--- src/maws_pkg.sv ---
`default_nettype none

package maws_pkg;

    localparam int MAX_VALUES = 4096;
    localparam int VALUE_BITS = 24;
    localparam int ADDR_W     = $clog2(MAX_VALUES);
    localparam int CNT_W      = ADDR_W + 1;
    localparam int SUM_W      = 36;
    localparam int LEN_W      = 13;
    localparam int FIRST_W    = 24;
    localparam int PROD_W     = SUM_W + LEN_W;

    localparam logic [LEN_W-1:0] MIN_LEN_RESET = LEN_W'(50);

    typedef struct packed {
        logic [ADDR_W-1:0] hi_addr;
        logic [ADDR_W-1:0] lo_addr;
        logic [ADDR_W-1:0] first_addr;
    } t_rd_req;

    typedef struct packed {
        logic [SUM_W-1:0]      hi;
        logic [SUM_W-1:0]      lo;
        logic [VALUE_BITS-1:0] first;
    } t_rd_data;

    typedef struct packed {
        logic [CNT_W-1:0] count;
        logic             dropped;
    } t_store_stat;

    typedef struct packed {
        logic [SUM_W-1:0]   sum;
        logic [LEN_W-1:0]   len;
        logic [FIRST_W-1:0] first;
        logic               found;
        logic               overflow;
    } t_result;

endpackage

`default_nettype wire

--- src/maws_seq.sv ---
`default_nettype none

module maws_seq (
    input  wire logic                       i_clk,
    input  wire logic                       i_rst_n,
    input  wire logic                       i_go,
    input  wire logic [maws_pkg::LEN_W-1:0] i_min_len,
    input  wire maws_pkg::t_store_stat      i_stat,
    input  wire maws_pkg::t_rd_data         i_rd_data,
    output maws_pkg::t_rd_req               o_rd_req,
    output logic                            o_clear,
    output logic                            o_busy,
    output logic                            o_strobe,
    output maws_pkg::t_result               o_result
);

    typedef enum logic [7:0] {
        S_IDLE = 8'b0000_0001,
        S_INIT = 8'b0000_0010,
        S_ADDR = 8'b0000_0100,
        S_DIFF = 8'b0000_1000,
        S_MUL1 = 8'b0001_0000,
        S_MUL2 = 8'b0010_0000,
        S_CMP  = 8'b0100_0000,
        S_FIN  = 8'b1000_0000
    } t_state;

    t_state r_state, n_state;

    logic [maws_pkg::LEN_W-1:0]      r_len, n_len;
    logic [maws_pkg::LEN_W-1:0]      r_end, n_end;
    logic [maws_pkg::ADDR_W-1:0]     r_start, n_start;
    logic [maws_pkg::SUM_W-1:0]      r_s, n_s;
    logic [maws_pkg::VALUE_BITS-1:0] r_first, n_first;
    logic [maws_pkg::PROD_W-1:0]     r_p1, n_p1;
    logic [maws_pkg::PROD_W-1:0]     r_p2, n_p2;
    logic [maws_pkg::SUM_W-1:0]      r_best_sum, n_best_sum;
    logic [maws_pkg::LEN_W-1:0]      r_best_len, n_best_len;
    logic [maws_pkg::VALUE_BITS-1:0] r_best_first, n_best_first;
    logic                            r_found, n_found;
    logic                            r_strobe, n_strobe;
    maws_pkg::t_result               r_result, n_result;

    logic [maws_pkg::LEN_W-1:0]  w_cnt;
    logic [maws_pkg::LEN_W-1:0]  w_min;
    logic [maws_pkg::SUM_W-1:0]  w_mul_a;
    logic [maws_pkg::LEN_W-1:0]  w_mul_b;
    logic [maws_pkg::PROD_W-1:0] w_prod;
    logic                        w_better;

    assign w_cnt = maws_pkg::LEN_W'(i_stat.count);
    assign w_min = (i_min_len == '0) ? maws_pkg::LEN_W'(1) : i_min_len;

    // shared multiplier: candidate sum * best length, then best sum * length
    assign w_mul_a = (r_state == S_MUL1) ? r_s : r_best_sum;
    assign w_mul_b = (r_state == S_MUL1) ? r_best_len : r_len;
    assign w_prod  = {{maws_pkg::LEN_W{1'b0}}, w_mul_a} *
                     {{maws_pkg::SUM_W{1'b0}}, w_mul_b};

    assign w_better = r_found ? (r_p1 > r_p2) : (r_s != '0);

    assign o_rd_req.hi_addr    = maws_pkg::ADDR_W'(r_end - 1'b1);
    assign o_rd_req.lo_addr    = r_start - 1'b1;
    assign o_rd_req.first_addr = r_start;

    always_comb begin
        n_state      = r_state;
        n_len        = r_len;
        n_end        = r_end;
        n_start      = r_start;
        n_s          = r_s;
        n_first      = r_first;
        n_p1         = r_p1;
        n_p2         = r_p2;
        n_best_sum   = r_best_sum;
        n_best_len   = r_best_len;
        n_best_first = r_best_first;
        n_found      = r_found;
        n_result     = r_result;
        n_strobe     = 1'b0;
        o_clear      = 1'b0;
        case (r_state)
            S_IDLE: begin
                if (i_go) begin
                    n_state = S_INIT;
                end
            end
            S_INIT: begin
                n_best_sum   = '0;
                n_best_len   = '0;
                n_best_first = '0;
                n_found      = 1'b0;
                n_len        = w_min;
                n_end        = w_min;
                n_start      = '0;
                n_state      = (w_min > w_cnt) ? S_FIN : S_ADDR;
            end
            S_ADDR: begin
                n_state = S_DIFF;
            end
            S_DIFF: begin
                n_s     = i_rd_data.hi - ((r_start == '0) ? '0 : i_rd_data.lo);
                n_first = i_rd_data.first;
                n_state = S_MUL1;
            end
            S_MUL1: begin
                n_p1    = w_prod;
                n_state = S_MUL2;
            end
            S_MUL2: begin
                n_p2    = w_prod;
                n_state = S_CMP;
            end
            S_CMP: begin
                if (w_better) begin
                    n_best_sum   = r_s;
                    n_best_len   = r_len;
                    n_best_first = r_first;
                    n_found      = 1'b1;
                end
                if (r_end == w_cnt) begin
                    if (r_start == '0) begin
                        n_state = S_FIN;
                    end else begin
                        n_len   = r_len + 1'b1;
                        n_end   = r_len + 1'b1;
                        n_start = '0;
                        n_state = S_ADDR;
                    end
                end else begin
                    n_start = r_start + 1'b1;
                    n_end   = r_end + 1'b1;
                    n_state = S_ADDR;
                end
            end
            S_FIN: begin
                n_result.sum      = r_best_sum;
                n_result.len      = r_best_len;
                n_result.first    = maws_pkg::FIRST_W'(r_best_first);
                n_result.found    = r_found;
                n_result.overflow = i_stat.dropped;
                n_strobe          = 1'b1;
                o_clear           = 1'b1;
                n_state           = S_IDLE;
            end
            default: begin
                n_state = S_IDLE;
            end
        endcase
    end

    always_ff @(posedge i_clk) begin
        if (!i_rst_n) begin
            r_state  <= S_IDLE;
            r_strobe <= 1'b0;
        end else begin
            r_state  <= n_state;
            r_strobe <= n_strobe;
        end
    end

    always_ff @(posedge i_clk) begin
        r_len        <= n_len;
        r_end        <= n_end;
        r_start      <= n_start;
        r_s          <= n_s;
        r_first      <= n_first;
        r_p1         <= n_p1;
        r_p2         <= n_p2;
        r_best_sum   <= n_best_sum;
        r_best_len   <= n_best_len;
        r_best_first <= n_best_first;
        r_found      <= n_found;
        r_result     <= n_result;
    end

    assign o_busy   = (r_state != S_IDLE);
    assign o_strobe = r_strobe;
    assign o_result = r_result;

    a_strobe_after_fin: assert property (@(posedge i_clk) disable iff (!i_rst_n)
        r_strobe |-> $past(r_state == S_FIN))
        else $error("result beat without a finishing step");

    a_window_in_range: assert property (@(posedge i_clk) disable iff (!i_rst_n)
        (r_state == S_ADDR) |->
            (r_len != '0) && (r_end <= w_cnt) &&
            (r_end == r_len + maws_pkg::LEN_W'(r_start)))
        else $error("window outside loaded sequence");

    a_found_nonzero: assert property (@(posedge i_clk) disable iff (!i_rst_n)
        ((r_state == S_CMP) && r_found) |-> (r_best_len != '0) && (r_best_sum != '0))
        else $error("best window recorded without a positive sum");

endmodule

`default_nettype wire

--- config.mk ---
export PLATFORM = sky130hd
export DESIGN_NAME = maws_seq
export DESIGN_NICKNAME = d
export VERILOG_FILES = /design/src/maws_pkg.sv /design/src/maws_seq.sv
export SDC_FILE = /design/constraint.sdc
export NUM_CORES = 2
export LEC_CHECK = 0
export ABC_AREA = 1
export BUFFER_PORTS_ARGS = -buffer_cell sky130_fd_sc_hd__buf_4
export CORE_UTILIZATION = 55
export CTS_BUF_LIST = sky130_fd_sc_hd__clkbuf_4 sky130_fd_sc_hd__clkbuf_8
export DETAILED_ROUTE_END_ITERATION = 16
export PLACE_DENSITY_LB_ADDON = 0.15
export SLEW_MARGIN = 5
export SYNTH_ARGS = -nofsm -noshare
export SYNTH_HDL_FRONTEND = slang
export SYNTH_SLANG_ARGS = --single-unit
--- constraint.sdc ---
create_clock -name i_clk -period 5.9 [get_ports i_clk]
set_clock_uncertainty 0.15 [all_clocks]
set_input_delay 0.59 -clock i_clk [delete_from_list [all_inputs] [get_ports i_clk]]
set_output_delay 0.59 -clock i_clk [all_outputs]
set_load 0.02 [all_outputs]
-- Word-level counts from Yosys, hierarchy flattened
Cells that the tools add are included.
- flip-flop bits (word level): 354
- input port bits: 126
- output and inout port bits: 114
- word-level logic and storage cells: 76
- add/subtract/negate cells: 6
- multipliers: 1
- magnitude comparators: 2
- eq/ne operators: 15
- muxes and demuxes: 27
- reduce and logical (&&, ||, !) cells: 7
- operators with widths (operator ; number):
    two-way mux 36 bit ; 3
    two-way mux 13 bit ; 6
    one-hot mux 13 bit (2 select lines) ; 3
    one-hot mux 36 bit (2 select lines) ; 1
    one-hot mux 8 bit (7 select lines) ; 1
    > comparator 49 bit ; 1
    multiplier 36 x 13 -> 49 bit ; 1
    one-hot mux 24 bit (2 select lines) ; 1
    nonzero test 36 bit ; 1
    subtractor 36 bit ; 1
    two-way mux 8 bit ; 4
    adder 13 x 1 -> 13 bit, second input constant ; 2
    two-way mux 12 bit ; 2
    two-way mux 24 bit ; 1
    one-hot mux 12 bit (2 select lines) ; 1
    subtractor 12 x 1 -> 12 bit, second input constant ; 2
    == test 13 bit ; 1
    > comparator 13 bit ; 1
    logical NOT 13 bit ; 1
    adder 12 x 1 -> 12 bit, second input constant ; 1
    logical NOT 12 bit ; 1
    == test 8 x 1 -> 1 bit, second input constant ; 1
    == test 8 x 2 -> 1 bit, second input constant ; 1
    == test 8 x 3 -> 1 bit, second input constant ; 1
    other kinds (13) ; 19

-- Longest topological paths before layout
- depth after elaboration: 5
- mapped depth: 32
- gate-level depth less buffers: 32

-- Worst setup path before layout
No wires, ideal clock.
- kind: register -> register
- start: register r_state[3]
- end: register r_p1[45] in the netlist's numbering, data pin
- library setup time: 0.257 ns
- data arrival time: 6.104 ns
- data required time: 5.493 ns
- path slack: -0.611 ns
- stages on the path, launching flop included: 26
- buffers on the path: 0
- period minus slack after synthesis: 6.511 ns
- path through: dfxtp_1 -> inv_1 -> nand2_1 -> nor3_4 -> nand2_2 -> inv_1 -> or2_2 -> o21ai_4 -> inv_1 -> nand2_1 -> fa_1 -> inv_1 -> fa_1 -> inv_1 -> fa_1 -> fa_1 -> fa_1 -> inv_1 -> ha_1 -> nand2_1 -> nor2_1 -> inv_1 -> nor4_1 -> nand3_1 -> nand4_1 -> nand2_1
- word-level cells in the longest chain between the ends: 3
- elaborated cells on any way between the ends: 4
- those cells by class: mul: 1; eq/ne: 1; mux: 2
- RTL lines (what ; RTL line ; text):
    start: declaration ; maws_seq.sv:28 ; t_state r_state, n_state;
    start signal: assignment ; maws_seq.sv:157 ; r_state <= n_state;
    == test 8 x 5 -> 1 bit * ; maws_seq.sv:55, maws_seq.sv:56 ;
    two-way mux 36 bit or two-way mux 13 bit (tied branches) ; maws_seq.sv:55, maws_seq.sv:56 ;
    multiplier 36 x 13 -> 49 bit * ; maws_seq.sv:57 ; assign w_prod = {{maws_pkg::LEN_W{1'b0}}, w_mul_a} *
    net w_prod (one bit) ; maws_seq.sv:48 ; logic [maws_pkg::PROD_W-1:0] w_prod;
    end signal: assignment ; maws_seq.sv:168 ; r_p1 <= n_p1;
    end: declaration ; maws_seq.sv:35 ; logic [maws_pkg::PROD_W-1:0] r_p1, n_p1;
The timed path passes the listed nets; every way through them passes the cells marked *.
A chain may end at the register's enable or synchronous reset.

-- Worst setup path in the final report
- start: register r_state[7]
- end: register r_p2[47] in the netlist's numbering, data pin
- word-level cells in the longest chain between the ends: 3
- elaborated cells on any way between the ends: 4
- those cells by class: mul: 1; eq/ne: 1; mux: 2
- RTL lines (what ; RTL line ; text):
    == test 8 x 5 -> 1 bit * ; maws_seq.sv:55, maws_seq.sv:56 ;
    two-way mux 36 bit or two-way mux 13 bit (tied branches) ; maws_seq.sv:55, maws_seq.sv:56 ;
    multiplier 36 x 13 -> 49 bit * ; maws_seq.sv:57 ;
    net w_prod (one bit) ; maws_seq.sv:48 ;
    end signal: assignment ; maws_seq.sv:169 ; r_p2 <= n_p2;
    end: declaration ; maws_seq.sv:36 ; logic [maws_pkg::PROD_W-1:0] r_p2, n_p2;
Marked as above.

==> impl_results.md <==
- Setup slack, reg-to-reg: -290 ps
- Yosys reg bits: 354
- Reg2reg end: r_p2[47]
- Die X: 246.2 um
- 1st-iter DRT viols: 1823
- Max stage delay cell, worst path: fa_1
- Met1 WL: 37.56 mm
- Die area: 60620 um2
- CTS Buf Count: 60
- Fillers: 4519
- Die Ht: 246.2 um
- Ys async rst share: 0%
- Wire per inst: 18.10 um
- Post-synth top flop: edfxtp_1
- Outcome: finished with violations
- Ys Warns: 0
- Initial core utilization: 55.58%
- Tcrit/Tclk final: 105.0%
- Fmax: 0.1615 GHz
- Tightest Hold Check Type: in -> reg
- Initial antenna violation count: 0
- Slew Limit Fails: 0
- Reg2Reg Depth: 29
- Worst Path Required: 6160 ps
- Post-Route WL: 92.64 mm
- Most common cell after layout, fill and taps aside: nand2_1
- Netlist cell types: 45
- Boundary Pins: 240
- HPWL Detailed: 71.44 mm
- Placed Instance Area: 38010 um2
- Max cap viols: 0
- Max Buffers Root-to-Sink: 3
- Post-Synthesis Cells: 3673
- GP Congestion: 0.9771
- Worst path max stage delay: 520 ps
- Max_slew headroom: 28.67%
- Via count: 26787
- Detailed-router iteration count before antenna repair: 6
- Compound-Gate Fraction of Synth Area: 6.565%
- CTS tree: yes
- Mapped Nets: 4370
- Setup TNS: -12030 ps
- Final layout net count: 4995
- Maximum fanout along the worst path: 9
- Avg Cell Area, Syn: 8.930 um2
- Critical Path Start Type: flop
- Cell Area, Synth: 32800 um2
- FF-to-FF Start: r_state[7]
- Simple-gate share of the synthesized area: 17.73%
- Mux cell area share after synthesis: 0%
- Largest net degree at the start of global routing: 75
- Xor/xnor share of the synthesized area: 2.777%
- Met2 Wirelength: 44.80 mm
- RSZ-0062 raised after global routing: true
- Clk_lat worst skew: 710 ps
- Final worst setup slack: -292.5 ps
- Worst Max-Slew Pin Slew: 1070 ps
- Area grow syn2layout: 27.82%
- Combinational family with the most area after synthesis: adder cells
- GRT Total Usage: 30.46%
- Final Cell Area: 41930 um2
- Routed wire length on met3: 6.707 mm
- First-pass GRT wire length: 142.3 mm
- Failing checks: setup timing
- EDFF count, synth: 345
- Post-route ant nets: 0
- Most common cell on crit path: fa_1
- # rows: 89
- Overflow after GRT: 0
- Worst Min Path Start: i_min_len[9]
- Vias in the first global route: 26942
- Core area: 59020 um2
- Worst hold path depth: 3
- Setup CP Type: reg -> reg
- DR top layer: met4
- Register clock-pin slew on the reported worst setup and hold paths: 60 ps
- Final core occ: 71.04%
- Clock sink count: 354
- Share of cells above drive strength 1: 26.17%
- Most frequent cells in the layout: 739 x nand2_1, 721 x inv_1, 548 x buf_4
- Via density per instance: 5.233
- Crit path arrival time: 6450 ps
- Min Hold Slack: 124.5 ps
- Adder-cell area share of the yosys netlist: 30.36%
- Hold Path End: r_len[9]
- Setup-failing EPs final: 68
- Final hold violation count: 0
- Buffers on Ports: 239
- Fin crit period: 6192 ps
- Root buffer cell: clkbuf_8
- CP Capture Type: flop
- Post-route DRC: 0
- Sequential area share after synthesis: 32.13%
- H-tree depth: 2
## critical path, delay by kind of cell (launching register included)
family / cells / cell delay [ps]
AO/OA/AOI/OAI: 1 / 230
AND/OR/NAND/NOR: 11 / 1260
flip-flops: 1 / 340
buffers and inverters: 11 / 1260
adder cells (fa/ha/maj): 6 / 2650
## layer usage
layer | up-vias | track usage, %
li1 | 12650 | -
met1 | 12928 | 39.86
met2 | 1015 | 51.26
met3 | 194 | 5.142
met4 | 0 | 10.19
met5 | - | 0
## sequential cells by signal, summed over array words and instances, names as in the netlist
register	flops
o_result	75
r_p1	49
r_p2	49
r_best_sum	36
r_s	36
r_best_first	24
r_first	24
r_best_len	13
r_end	13
r_len	13
r_start	12
r_state	8
o_strobe	1
r_found	1
## stage by stage
stage | setup WS (ps) | instances
detailed placement | -690.3 | 4921
global placement | -674.3 | 4921
finish | -292.5 | 5119
floorplan | -21.54 | 3673
global route | -476.0 | 5118
CTS | -253.2 | 5094
## synthesized netlist by cell type (24+ instances only)
cell type	number	area, um2
inv_1	744	2793
nor3_1	37	185.2
o21ai_4	29	471.7
nand3_1	96	480.5
nand4_1	32	200.2
edfxtp_1	345	10360
ha_1	196	2452
xor2_1	79	691.9
clkbuf_1	24	90.09
buf_2	40	200.2
nor2_1	436	1637
nand2_1	814	3055
xnor2_1	25	219.0
inv_2	30	112.6
o21ai_0	77	385.4
a21oi_1	146	730.7
fa_1	375	7507
## timing repair
action                     CTS  global route
resized for setup          216           208
buffers inserted            28            20
pin swaps                   41            43
setup endpoints to repair   80            78
hold endpoints to repair    29             0
hold buffers                27             0
gates cloned                 9             6
## layout make-up
class	instances	area (um2)	area share [%]
tap	773	967.2	2.307
multi-input combinational	2459	20560	49.04
sequential	354	10550	25.15
inverter	780	2998	7.150
timing repair buffer	643	5568	13.28
clock buffer	91	1121	2.674
clock inverter	18	162.7	0.3880
antenna	1	2.502	0.005969
## how the worst max path moves through the flow
stage | from | endpoint | slack (ps) | depth (start not counted)
5_1_grt | r_state[6] | r_p1[44] | -480 | 33
3_3_place_gp | r_state[3] | r_p1[37] | -670 | 24
6_report | r_state[7] | r_p2[47] | -290 | 29
4_1_cts | r_state[7] | r_p1[35] | -250 | 33
3_5_place_dp | r_state[3] | r_p1[33] | -690 | 31
2_1_floorplan | r_state[6] | r_p1[44] | -20 | 29
## cells by family after synthesis
logic type	count (synthesis)
AOI/OAI and AO/OA	329
xor gates and xnor gates	104
adders and majority gates	571
buffers and inverters	864
DFF	354
and+or+nand+nor	1451
Power is left out: the tool's default activity adds up to more than one toggle a clock period on the data nets, which glitch-free logic cannot reach.
